[src/sv/sfr_pkg.sv]
// ----------------------------------------------------------------------------
// sfr_pkg
// shared types, codes and the crc-8 step for the serial frame receiver
// ----------------------------------------------------------------------------
package sfr_pkg;

  localparam int unsigned BYTE_W   = 8;
  localparam int unsigned QDEPTH   = 4;
  localparam int unsigned QPTR_W   = $clog2(QDEPTH);
  localparam int unsigned QCNT_W   = $clog2(QDEPTH + 1);
  localparam int unsigned REG_IDX_W = 8;

  localparam logic [BYTE_W-1:0] CRC_POLY = 8'hD5;

  // configuration register indexes
  localparam logic [REG_IDX_W-1:0] CFG_HEADER  = 8'd0;
  localparam logic [REG_IDX_W-1:0] CFG_TRAILER = 8'd1;
  localparam logic [REG_IDX_W-1:0] CFG_START   = 8'd2;
  localparam logic [REG_IDX_W-1:0] CFG_SUCCESS = 8'd3;

  localparam logic [BYTE_W-1:0] START_CMD_RST   = 8'h20;
  localparam logic [BYTE_W-1:0] SUCCESS_CMD_RST = 8'h21;

  // event codes
  localparam logic [1:0] EV_NONE    = 2'd0;
  localparam logic [1:0] EV_START   = 2'd1;
  localparam logic [1:0] EV_SUCCESS = 2'd2;

  // role of a byte as seen by the back end
  typedef enum logic [2:0] {
    TK_CMD  = 3'd0,
    TK_LEN  = 3'd1,
    TK_PAY  = 3'd2,
    TK_CRC  = 3'd3,
    TK_TAIL = 3'd4
  } tok_kind_t;

  typedef struct packed {
    tok_kind_t         kind;
    logic              first;
    logic [BYTE_W-1:0] data;
  } token_t;

  typedef struct packed {
    logic [BYTE_W-1:0] header_byte;
    logic [BYTE_W-1:0] trailer_byte;
    logic [BYTE_W-1:0] start_command;
    logic [BYTE_W-1:0] success_command;
  } cfg_t;

  // crc-8/dvb-s2, msb first, one byte
  function automatic logic [BYTE_W-1:0] crc8_update(input logic [BYTE_W-1:0] crc,
                                                   input logic [BYTE_W-1:0] b);
    logic [BYTE_W-1:0] c;
    c = crc ^ b;
    for (int i = 0; i < BYTE_W; i++) begin
      if (c[BYTE_W-1]) begin
        c = {c[BYTE_W-2:0], 1'b0} ^ CRC_POLY;
      end else begin
        c = {c[BYTE_W-2:0], 1'b0};
      end
    end
    return c;
  endfunction

endpackage

[src/sv/sfr_ifs.sv]
// ----------------------------------------------------------------------------
// sfr channel interfaces
// received byte, frame result and configuration write channels
// ----------------------------------------------------------------------------
interface sfr_rx_if;
  logic       valid;
  logic       ready;
  logic [7:0] rx_byte;
  modport source (output valid, output rx_byte, input ready);
  modport sink   (input valid, input rx_byte, output ready);
endinterface

interface sfr_res_if;
  logic       valid;
  logic       ready;
  logic       frame_status;
  logic [7:0] command_code;
  logic [7:0] payload_length;
  logic [1:0] event_kind;
  logic       event_value;
  modport source (output valid, output frame_status, output command_code,
                  output payload_length, output event_kind, output event_value,
                  input ready);
  modport sink   (input valid, input frame_status, input command_code,
                  input payload_length, input event_kind, input event_value,
                  output ready);
endinterface

interface sfr_cfg_if;
  logic       valid;
  logic       ready;
  logic [7:0] reg_index;
  logic [7:0] wr_data;
  modport source (output valid, output reg_index, output wr_data, input ready);
  modport sink   (input valid, input reg_index, input wr_data, output ready);
endinterface

[src/sv/serial_frame_receiver_crc8_core.sv]
// ----------------------------------------------------------------------------
// serial_frame_receiver_crc8_core
// serial byte frame receiver with crc-8/dvb-s2 payload check
// ----------------------------------------------------------------------------
// takes one received byte per cycle, unless the token queue is full, and deframes
// header, command, length, payload, crc and trailer; one result per good-trailer
// frame gives status, command, length and a start/success event. a byte is
// accepted every cycle while the four-entry token queue has room; the queue only
// fills when the result register is held by a stalled sink. a result reaches the
// output through the token queue, written when its trailer byte is accepted, and
// the result register, loaded when the trailer token leaves the queue.
// the crc is one byte-wide update per cycle in the frame checker while payload
// tokens are popped; configuration writes are taken every cycle.
module serial_frame_receiver_crc8_core (
  input  logic      clk,
  input  logic      rst,
  sfr_rx_if.sink    rx,
  sfr_res_if.source res,
  sfr_cfg_if.sink   cfg
);
  import sfr_pkg::*;

  cfg_t   cfg_regs;
  logic   q_full;
  logic   push;
  token_t push_tok;
  logic   head_valid;
  token_t head_tok;
  logic   tok_pop;

  // configuration registers, always ready
  assign cfg.ready = 1'b1;

  always_ff @(posedge clk) begin
    if (rst) begin
      cfg_regs.header_byte     <= '0;
      cfg_regs.trailer_byte    <= '0;
      cfg_regs.start_command   <= START_CMD_RST;
      cfg_regs.success_command <= SUCCESS_CMD_RST;
    end else if (cfg.valid && cfg.ready) begin
      unique case (cfg.reg_index)
        CFG_HEADER:  cfg_regs.header_byte     <= cfg.wr_data;
        CFG_TRAILER: cfg_regs.trailer_byte    <= cfg.wr_data;
        CFG_START:   cfg_regs.start_command   <= cfg.wr_data;
        CFG_SUCCESS: cfg_regs.success_command <= cfg.wr_data;
        default: begin
          // writes beyond the register list are dropped
        end
      endcase
    end
  end

  // front: phase tracking and byte classification
  sfr_front u_front (
    .clk      (clk),
    .rst      (rst),
    .rx       (rx),
    .cfg      (cfg_regs),
    .q_full   (q_full),
    .push     (push),
    .push_tok (push_tok)
  );

  // decoupling queue
  sfr_queue u_queue (
    .clk        (clk),
    .rst        (rst),
    .push       (push),
    .push_tok   (push_tok),
    .full       (q_full),
    .head_valid (head_valid),
    .head_tok   (head_tok),
    .pop        (tok_pop)
  );

  // back: crc, event decode, result register
  sfr_back u_back (
    .clk       (clk),
    .rst       (rst),
    .cfg       (cfg_regs),
    .tok_valid (head_valid),
    .tok       (head_tok),
    .tok_pop   (tok_pop),
    .res       (res)
  );

endmodule

[src/sv/sfr_front.sv]
// ----------------------------------------------------------------------------
// sfr_front
// frame parser: tracks the frame phase and tags each byte with its role
// ----------------------------------------------------------------------------
module sfr_front (
  input  logic             clk,
  input  logic             rst,
  sfr_rx_if.sink           rx,
  input  sfr_pkg::cfg_t    cfg,
  input  logic             q_full,
  output logic             push,
  output sfr_pkg::token_t  push_tok
);
  import sfr_pkg::*;

  typedef enum logic [5:0] {
    PH_WAIT    = 6'b000001,
    PH_CMD     = 6'b000010,
    PH_LEN     = 6'b000100,
    PH_PAYLOAD = 6'b001000,
    PH_CRC     = 6'b010000,
    PH_TAIL    = 6'b100000
  } phase_t;

  phase_t            phase, phase_next;
  logic [BYTE_W-1:0] length, length_next;
  logic [BYTE_W-1:0] count, count_next;
  logic [BYTE_W:0]   count_inc;
  logic              take;

  assign rx.ready  = !q_full;
  assign take      = rx.valid && rx.ready;
  assign count_inc = {1'b0, count} + 1'b1;

  always_comb begin
    phase_next    = phase;
    length_next   = length;
    count_next    = count;
    push          = 1'b0;
    push_tok.kind = TK_CMD;
    push_tok.first = 1'b0;
    push_tok.data = rx.rx_byte;
    if (take) begin
      unique case (phase)
        PH_CMD: begin
          push          = 1'b1;
          push_tok.kind = TK_CMD;
          phase_next    = PH_LEN;
        end
        PH_LEN: begin
          push          = 1'b1;
          push_tok.kind = TK_LEN;
          length_next   = rx.rx_byte;
          count_next    = '0;
          phase_next    = (rx.rx_byte == '0) ? PH_CRC : PH_PAYLOAD;
        end
        PH_PAYLOAD: begin
          push           = 1'b1;
          push_tok.kind  = TK_PAY;
          push_tok.first = (count == '0);
          count_next     = count_inc[BYTE_W-1:0];
          if (count_inc >= {1'b0, length}) begin
            phase_next = PH_CRC;
          end
        end
        PH_CRC: begin
          push          = 1'b1;
          push_tok.kind = TK_CRC;
          phase_next    = PH_TAIL;
        end
        PH_TAIL: begin
          // trailer test first, then header restarts the frame
          if (rx.rx_byte == cfg.trailer_byte) begin
            push          = 1'b1;
            push_tok.kind = TK_TAIL;
            phase_next    = PH_WAIT;
          end else if (rx.rx_byte == cfg.header_byte) begin
            phase_next = PH_CMD;
          end else begin
            phase_next = PH_WAIT;
          end
        end
        default: begin
          phase_next = (rx.rx_byte == cfg.header_byte) ? PH_CMD : PH_WAIT;
        end
      endcase
    end
  end

  always_ff @(posedge clk) begin
    if (rst) begin
      phase <= PH_WAIT;
    end else begin
      phase <= phase_next;
    end
    length <= length_next;
    count  <= count_next;
  end

endmodule

[src/sv/sfr_queue.sv]
// ----------------------------------------------------------------------------
// sfr_queue
// short token queue between parser and frame checker
// ----------------------------------------------------------------------------
module sfr_queue (
  input  logic             clk,
  input  logic             rst,
  input  logic             push,
  input  sfr_pkg::token_t  push_tok,
  output logic             full,
  output logic             head_valid,
  output sfr_pkg::token_t  head_tok,
  input  logic             pop
);
  import sfr_pkg::*;

  token_t              entries [QDEPTH];
  logic [QPTR_W-1:0]   wr_ptr, rd_ptr;
  logic [QCNT_W-1:0]   fill;
  logic                do_push, do_pop;

  assign full       = (fill == QCNT_W'(QDEPTH));
  assign head_valid = (fill != '0);
  assign head_tok   = entries[rd_ptr];
  assign do_push    = push && !full;
  assign do_pop     = pop && head_valid;

  always_ff @(posedge clk) begin
    if (rst) begin
      wr_ptr <= '0;
      rd_ptr <= '0;
      fill   <= '0;
    end else begin
      if (do_push) begin
        wr_ptr <= wr_ptr + 1'b1;
      end
      if (do_pop) begin
        rd_ptr <= rd_ptr + 1'b1;
      end
      if (do_push && !do_pop) begin
        fill <= fill + 1'b1;
      end else if (do_pop && !do_push) begin
        fill <= fill - 1'b1;
      end
    end
    if (do_push) begin
      entries[wr_ptr] <= push_tok;
    end
  end

endmodule

[src/sv/sfr_back.sv]
// ----------------------------------------------------------------------------
// sfr_back
// frame checker: crc accumulation, event decode and result register
// ----------------------------------------------------------------------------
module sfr_back (
  input  logic             clk,
  input  logic             rst,
  input  sfr_pkg::cfg_t    cfg,
  input  logic             tok_valid,
  input  sfr_pkg::token_t  tok,
  output logic             tok_pop,
  sfr_res_if.source        res
);
  import sfr_pkg::*;

  logic [BYTE_W-1:0] held_command;
  logic [BYTE_W-1:0] held_length;
  logic [BYTE_W-1:0] running_crc;
  logic [BYTE_W-1:0] received_crc;
  logic [BYTE_W-1:0] first_byte;
  logic              res_free;
  logic              good;
  logic [1:0]        kind;
  logic              value;

  assign res_free = !res.valid || res.ready;
  assign tok_pop  = tok_valid && ((tok.kind != TK_TAIL) || res_free);

  always_comb begin
    good  = (running_crc == received_crc);
    kind  = EV_NONE;
    value = 1'b0;
    if (good) begin
      if (held_command == cfg.start_command) begin
        kind = EV_START;
      end else if (held_command == cfg.success_command) begin
        kind = EV_SUCCESS;
      end
      if (kind != EV_NONE) begin
        value = (held_length == '0) || (first_byte != '0);
      end
    end
  end

  always_ff @(posedge clk) begin
    if (rst) begin
      res.valid <= 1'b0;
    end else if (tok_pop && (tok.kind == TK_TAIL)) begin
      res.valid <= 1'b1;
    end else if (res.ready) begin
      res.valid <= 1'b0;
    end

    if (tok_pop) begin
      unique case (tok.kind)
        TK_CMD: begin
          held_command <= tok.data;
        end
        TK_LEN: begin
          held_length <= tok.data;
          running_crc <= '0;
        end
        TK_PAY: begin
          running_crc <= crc8_update(running_crc, tok.data);
          if (tok.first) begin
            first_byte <= tok.data;
          end
        end
        TK_CRC: begin
          received_crc <= tok.data;
        end
        TK_TAIL: begin
          res.frame_status   <= !good;
          res.command_code   <= held_command;
          res.payload_length <= held_length;
          res.event_kind     <= kind;
          res.event_value    <= value;
        end
        default: begin
        end
      endcase
    end
  end

endmodule

[src/flat_wrapper.sv]
// flat-port wrapper written by rule: the top's interface ports become plain ports
module serial_frame_receiver_crc8_core_flat import sfr_pkg::*;
  (clk, rst, rx_valid, rx_rx_byte, rx_ready, res_valid, res_frame_status, res_command_code, res_payload_length, res_event_kind, res_event_value, res_ready, cfg_valid, cfg_reg_index, cfg_wr_data, cfg_ready);
  sfr_rx_if rx_i ();
  sfr_res_if res_i ();
  sfr_cfg_if cfg_i ();
  input  logic clk;
  input  logic rst;
  input wire logic [$bits(rx_i.valid)-1:0] rx_valid;
  input wire logic [$bits(rx_i.rx_byte)-1:0] rx_rx_byte;
  output wire logic [$bits(rx_i.ready)-1:0] rx_ready;
  output wire logic [$bits(res_i.valid)-1:0] res_valid;
  output wire logic [$bits(res_i.frame_status)-1:0] res_frame_status;
  output wire logic [$bits(res_i.command_code)-1:0] res_command_code;
  output wire logic [$bits(res_i.payload_length)-1:0] res_payload_length;
  output wire logic [$bits(res_i.event_kind)-1:0] res_event_kind;
  output wire logic [$bits(res_i.event_value)-1:0] res_event_value;
  input wire logic [$bits(res_i.ready)-1:0] res_ready;
  input wire logic [$bits(cfg_i.valid)-1:0] cfg_valid;
  input wire logic [$bits(cfg_i.reg_index)-1:0] cfg_reg_index;
  input wire logic [$bits(cfg_i.wr_data)-1:0] cfg_wr_data;
  output wire logic [$bits(cfg_i.ready)-1:0] cfg_ready;
  assign rx_i.valid = rx_valid;
  assign rx_i.rx_byte = rx_rx_byte;
  assign rx_ready = rx_i.ready;
  assign res_valid = res_i.valid;
  assign res_frame_status = res_i.frame_status;
  assign res_command_code = res_i.command_code;
  assign res_payload_length = res_i.payload_length;
  assign res_event_kind = res_i.event_kind;
  assign res_event_value = res_i.event_value;
  assign res_i.ready = res_ready;
  assign cfg_i.valid = cfg_valid;
  assign cfg_i.reg_index = cfg_reg_index;
  assign cfg_i.wr_data = cfg_wr_data;
  assign cfg_ready = cfg_i.ready;
  serial_frame_receiver_crc8_core u_core (.clk(clk), .rst(rst), .rx(rx_i), .res(res_i), .cfg(cfg_i));
endmodule
[config.mk]
export PLATFORM = sky130hd
export DESIGN_NAME = serial_frame_receiver_crc8_core_flat
export DESIGN_NICKNAME = d
export VERILOG_FILES = /design/src/sv/sfr_pkg.sv /design/src/sv/sfr_ifs.sv /design/src/sv/serial_frame_receiver_crc8_core.sv /design/src/sv/sfr_front.sv /design/src/sv/sfr_queue.sv /design/src/sv/sfr_back.sv /design/src/flat_wrapper.sv
export SDC_FILE = /design/constraint.sdc
export NUM_CORES = 1
export LEC_CHECK = 0
export BUFFER_PORTS_ARGS = -buffer_cell sky130_fd_sc_hd__buf_2
export CORE_MARGIN = 2
export CORE_UTILIZATION = 35
export CTS_CLUSTER_DIAMETER = 80
export DETAILED_ROUTE_END_ITERATION = 10
export PLACE_DENSITY_LB_ADDON = 0.12
export REMOVE_ABC_BUFFERS = 1
export SYNTH_ARGS = -nofsm -noshare
export SYNTH_HDL_FRONTEND = slang
export SYNTH_SLANG_ARGS = --single-unit
export TNS_END_PERCENT = 30
[constraint.sdc]
create_clock -name clk -period 3.95 [get_ports clk]
set_clock_uncertainty 0.2 [all_clocks]
set_input_delay 0 -clock clk [delete_from_list [all_inputs] [get_ports clk]]
set_output_delay 0 -clock clk [all_outputs]
set_load 0.01 [all_outputs]
==> flow_summary_export.csv <==
group,metric,value,unit
floorplanning,ios,52,
synthesis,synth_flop_cell,"edfxtp_1",
sta,worst_slack,0.698,ns
place,place_ws,0.726,ns
floorplanning,coreArea,0.0209,mm2
place,dp_hpwl,10800,um
setup_path,r2r_end,"u_core.u_queue.fill[2]",
sta,hold_violations,0,
sta,max_slew.worst_pin.slew,0.871,ns
synthesis,yosysUniqueCellTypes,51,
synthesis,ys_seq_elements,172,
global_routing,grt-ovfl-total,0,
floorplanning,fp.dieW,149,um
hold_path,holdPathEnd,"u_core.cfg_regs[0]",
synthesis,synth_top_area_cell,"edfxtp_1",
place,dp_cells,844,
routing,final_antenna_net_count,0,
sta,rsz0062_at_grt,"false",
synthesis,yosysWarnings,0,
finish,area_growth,18.7,%
place,place_congestion,0.795,
sta,max-slew-margin-rel,41.9,%
power,pwr_density_cell,609,mW/mm2
synthesis,syn_inst,522,
clock_tree,clock_latency,0.43,ns
sta,max_freq,307,MHz
clock_tree,htreeDepth,4,
finish,diodes,0,
synthesis,synth_area_per_cell,14.2,um2
global_routing,grt_first_pass_wirelength,24400,um
setup_path,crit_fanout,8,
setup_path,regToRegStartpoint,"u_core.cfg_regs[16]",
sta,slew_violations,0,
sta,fin_crit_sh,82.3,%
synthesis,ys_async_sr_fraction,0,%
floorplanning,fp.dieH,149,um
routing,drc,0,
floorplanning,start_util,35.4,%
setup_path,rrSetupSlack,0.71,ns
routing,first_iter_violations,203,
clock_tree,cts_root_buf,"clkbuf_16",
global_routing,grt_max_degree,45,
clock_tree,clkTransAtPathRegs,0.07,ns
setup_path,crit_type,"primary input to flip-flop",
routing,post_drt_via_cell_ratio,4.72,
clock_tree,clockBufferDepth,2,
global_routing,first_global_vias,4407,
global_routing,grt_usage,14.7,%
synthesis,synth_top_area_share,50.3,%
synthesis,synth_area_leaders,"edfxtp_1, dfxtp_1, xor2_1",
finish,final_nets,656,
clock_tree,clock_sinks,172,
place,io_buffers,50,
setup_path,crit_arrival,3.40,ns
sta,final-setup-viol-count,0,
setup_path,reg2reg_depth,11,
global_routing,antenna_found_initial,0,
finish,stdcell_count,899,
floorplanning,num_rows,53,
floorplanning,die_area,0.0223,mm2
hold_path,hold_start,"cfg_reg_index[5]",
setup_path,start_kind,"primary input",
routing,drt_wl_total,15200,um
setup_path,end_kind,"flip-flop",
sta,hold_ws,0.124,ns
run,drv_cap,0,
routing,wl_per_cell,16.9,um
routing,vias,4245,
finish,layout.cells.most_common_list,"edfxtp_1, nor2_1, buf_2, dfxtp_1, xor2_1",
clock_tree,cts_setup_buffers,0,
power,peakVddDrop,0.305,mV
sta,period_minus_slack,3.25,ns
finish,layout_commonest_cell,"edfxtp_1",
power,p_leak,3.29,nW
hold_path,hold_depth,5,
synthesis,synth_edf_count,124,
sta,finalSetupTns,0,ns
clock_tree,cts_buffers,17,
synthesis,syn_area,0.00740,mm2
synthesis,ys_seq_area_share,63.3,%
hold_path,hold_path.class,"primary input to flip-flop",
setup_path,required,4.09,ns
routing,first_pass_iters,4,
outcome,outcome,"finished clean",
clock_tree,cts_tree,"done",
finish,final_util,42.1,%
finish,drive_gt1_share,17.9,%
## state kept, by name, summed over array words and instances (netlist names), named ones only
register and cells:
u_core.u_queue.fill 3, u_core.u_front.length 8, u_core.u_back.held_command 8, u_core.u_queue.rd_ptr 2, u_core.cfg_regs 32, u_core.u_back.res.frame_status 1
u_core.u_back.res.valid 1, u_core.u_back.running_crc 8, u_core.u_back.first_byte 8, u_core.u_back.res.event_value 1, u_core.u_back.res.event_kind 2, u_core.u_back.held_length 8
u_core.u_back.res.payload_length 8, u_core.u_front.count 8, u_core.u_back.res.command_code 8, u_core.u_queue.wr_ptr 2, u_core.u_queue.entries 48, u_core.u_back.received_crc 8
u_core.u_front.phase 6
## per-stage QoR
step                area [um2]  total power (W)
floorplan                 7320          0.00349
global placement          8020          0.00386
detailed placement        8020          0.00386
CTS                       8790          0.00543
global route              8790          0.00566
finish                    8790          0.00535
## how the worst max path moves through the flow
stage | end | from | slack (ns) | cells after the start
6_report | u_core.u_queue.fill[2] | rx_rx_byte[0] | 0.70 | 13
5_1_grt | u_core.u_queue.fill[2] | u_core.u_front.phase[2] | 0.53 | 11
4_1_cts | u_core.u_queue.fill[2] | u_core.u_front.phase[1] | 0.70 | 11
3_5_place_dp | u_core.u_queue.fill[2] | u_core.u_front.phase[1] | 0.73 | 11
3_3_place_gp | u_core.u_queue.fill[2] | u_core.cfg_regs[16] | 0.78 | 11
2_1_floorplan | u_core.u_back.res.command_code[0] | flip-flop | 0.30 | 4
## cell type report
| type | instances | area, um2 |
|---|---|---|
| Clock buffer | 18 | 429 |
| Clock inverter | 14 | 111 |
| Fill cell | 1973 | 12100 |
| Inverter | 15 | 56.3 |
| Multi-Input combinational cell | 320 | 2590 |
| Sequential cell | 172 | 4680 |
| Tap cell | 275 | 344 |
| Timing Repair Buffer | 85 | 571 |
## cell usage after synthesis (3+ instances only)
master and instances:
a21oi_1 11, and2_1 5, clkbuf_1 11, dfxtp_1 48
edfxtp_1 124, ha_1 15, inv_1 15, mux2i_1 34
mux4_1 8, mux4_2 4, nand2_1 13, nand3_1 8
nand3b_1 4, nand4_1 5, nor2_1 63, nor2b_1 10
nor3_1 9, nor3b_1 4, nor4_1 14, o21a_1 3
o21ai_0 6, xnor2_1 27, xnor2_4 3, xor2_1 43
## power by group
group          internal (W)  leakage (nW)  switching, W
clock              0.000818         0.265      0.000719
sequential          0.00217          1.49      0.000141
combinational      0.000727          1.54      0.000775
total               0.00372          3.29       0.00164
## cell families (layout without fill, tap and decap cells)
kind of cell	count (synthesis)	in the layout	share of synthesized area (%)
AOI/OAI and AO/OA	30	30	2.52
xor gates and xnor gates	78	78	10.7
adders and majority gates	16	16	2.81
buffers and inverters	30	132	1.83
DFF	172	172	63.3
muxes	46	46	8.66
other	1	1	0.0507
and+or+nand+nor	149	149	10.2
## worst max-delay path: stages
cell and delay [ns]:
dlygate4sd3_1 0.53, buf_2 0.20, xor2_1 0.16, nor4_1 0.44, nand4_1 0.23, a21oi_1 0.31, buf_4 0.20, ha_1 0.19
inv_1 0.07, fa_1 0.44, xor2_1 0.16, or3_1 0.31, a21oi_1 0.15
## metal layers
| metal | up-vias | track usage [%] | wire length [um] | part of all wire (%) |
|---|---|---|---|---|
| li1 | 2072 | - | - | - |
| met2 | 63 | 24.6 | 7560 | 50 |
| met5 | - | 0 | 0 | 0 |
| met4 | 0 | 5.19 | 188 | 1.2 |
| met1 | 2097 | 18.7 | 6950 | 46 |
| met3 | 13 | 3.17 | 465 | 3.1 |
## what timing repair did
action / CTS / global route
endpoints found under the hold margin: 81 / 0
hold buffers: 23 / 0
resized for setup: 0 / 0
No activity file was read; power rests on OpenSTA's default activity.
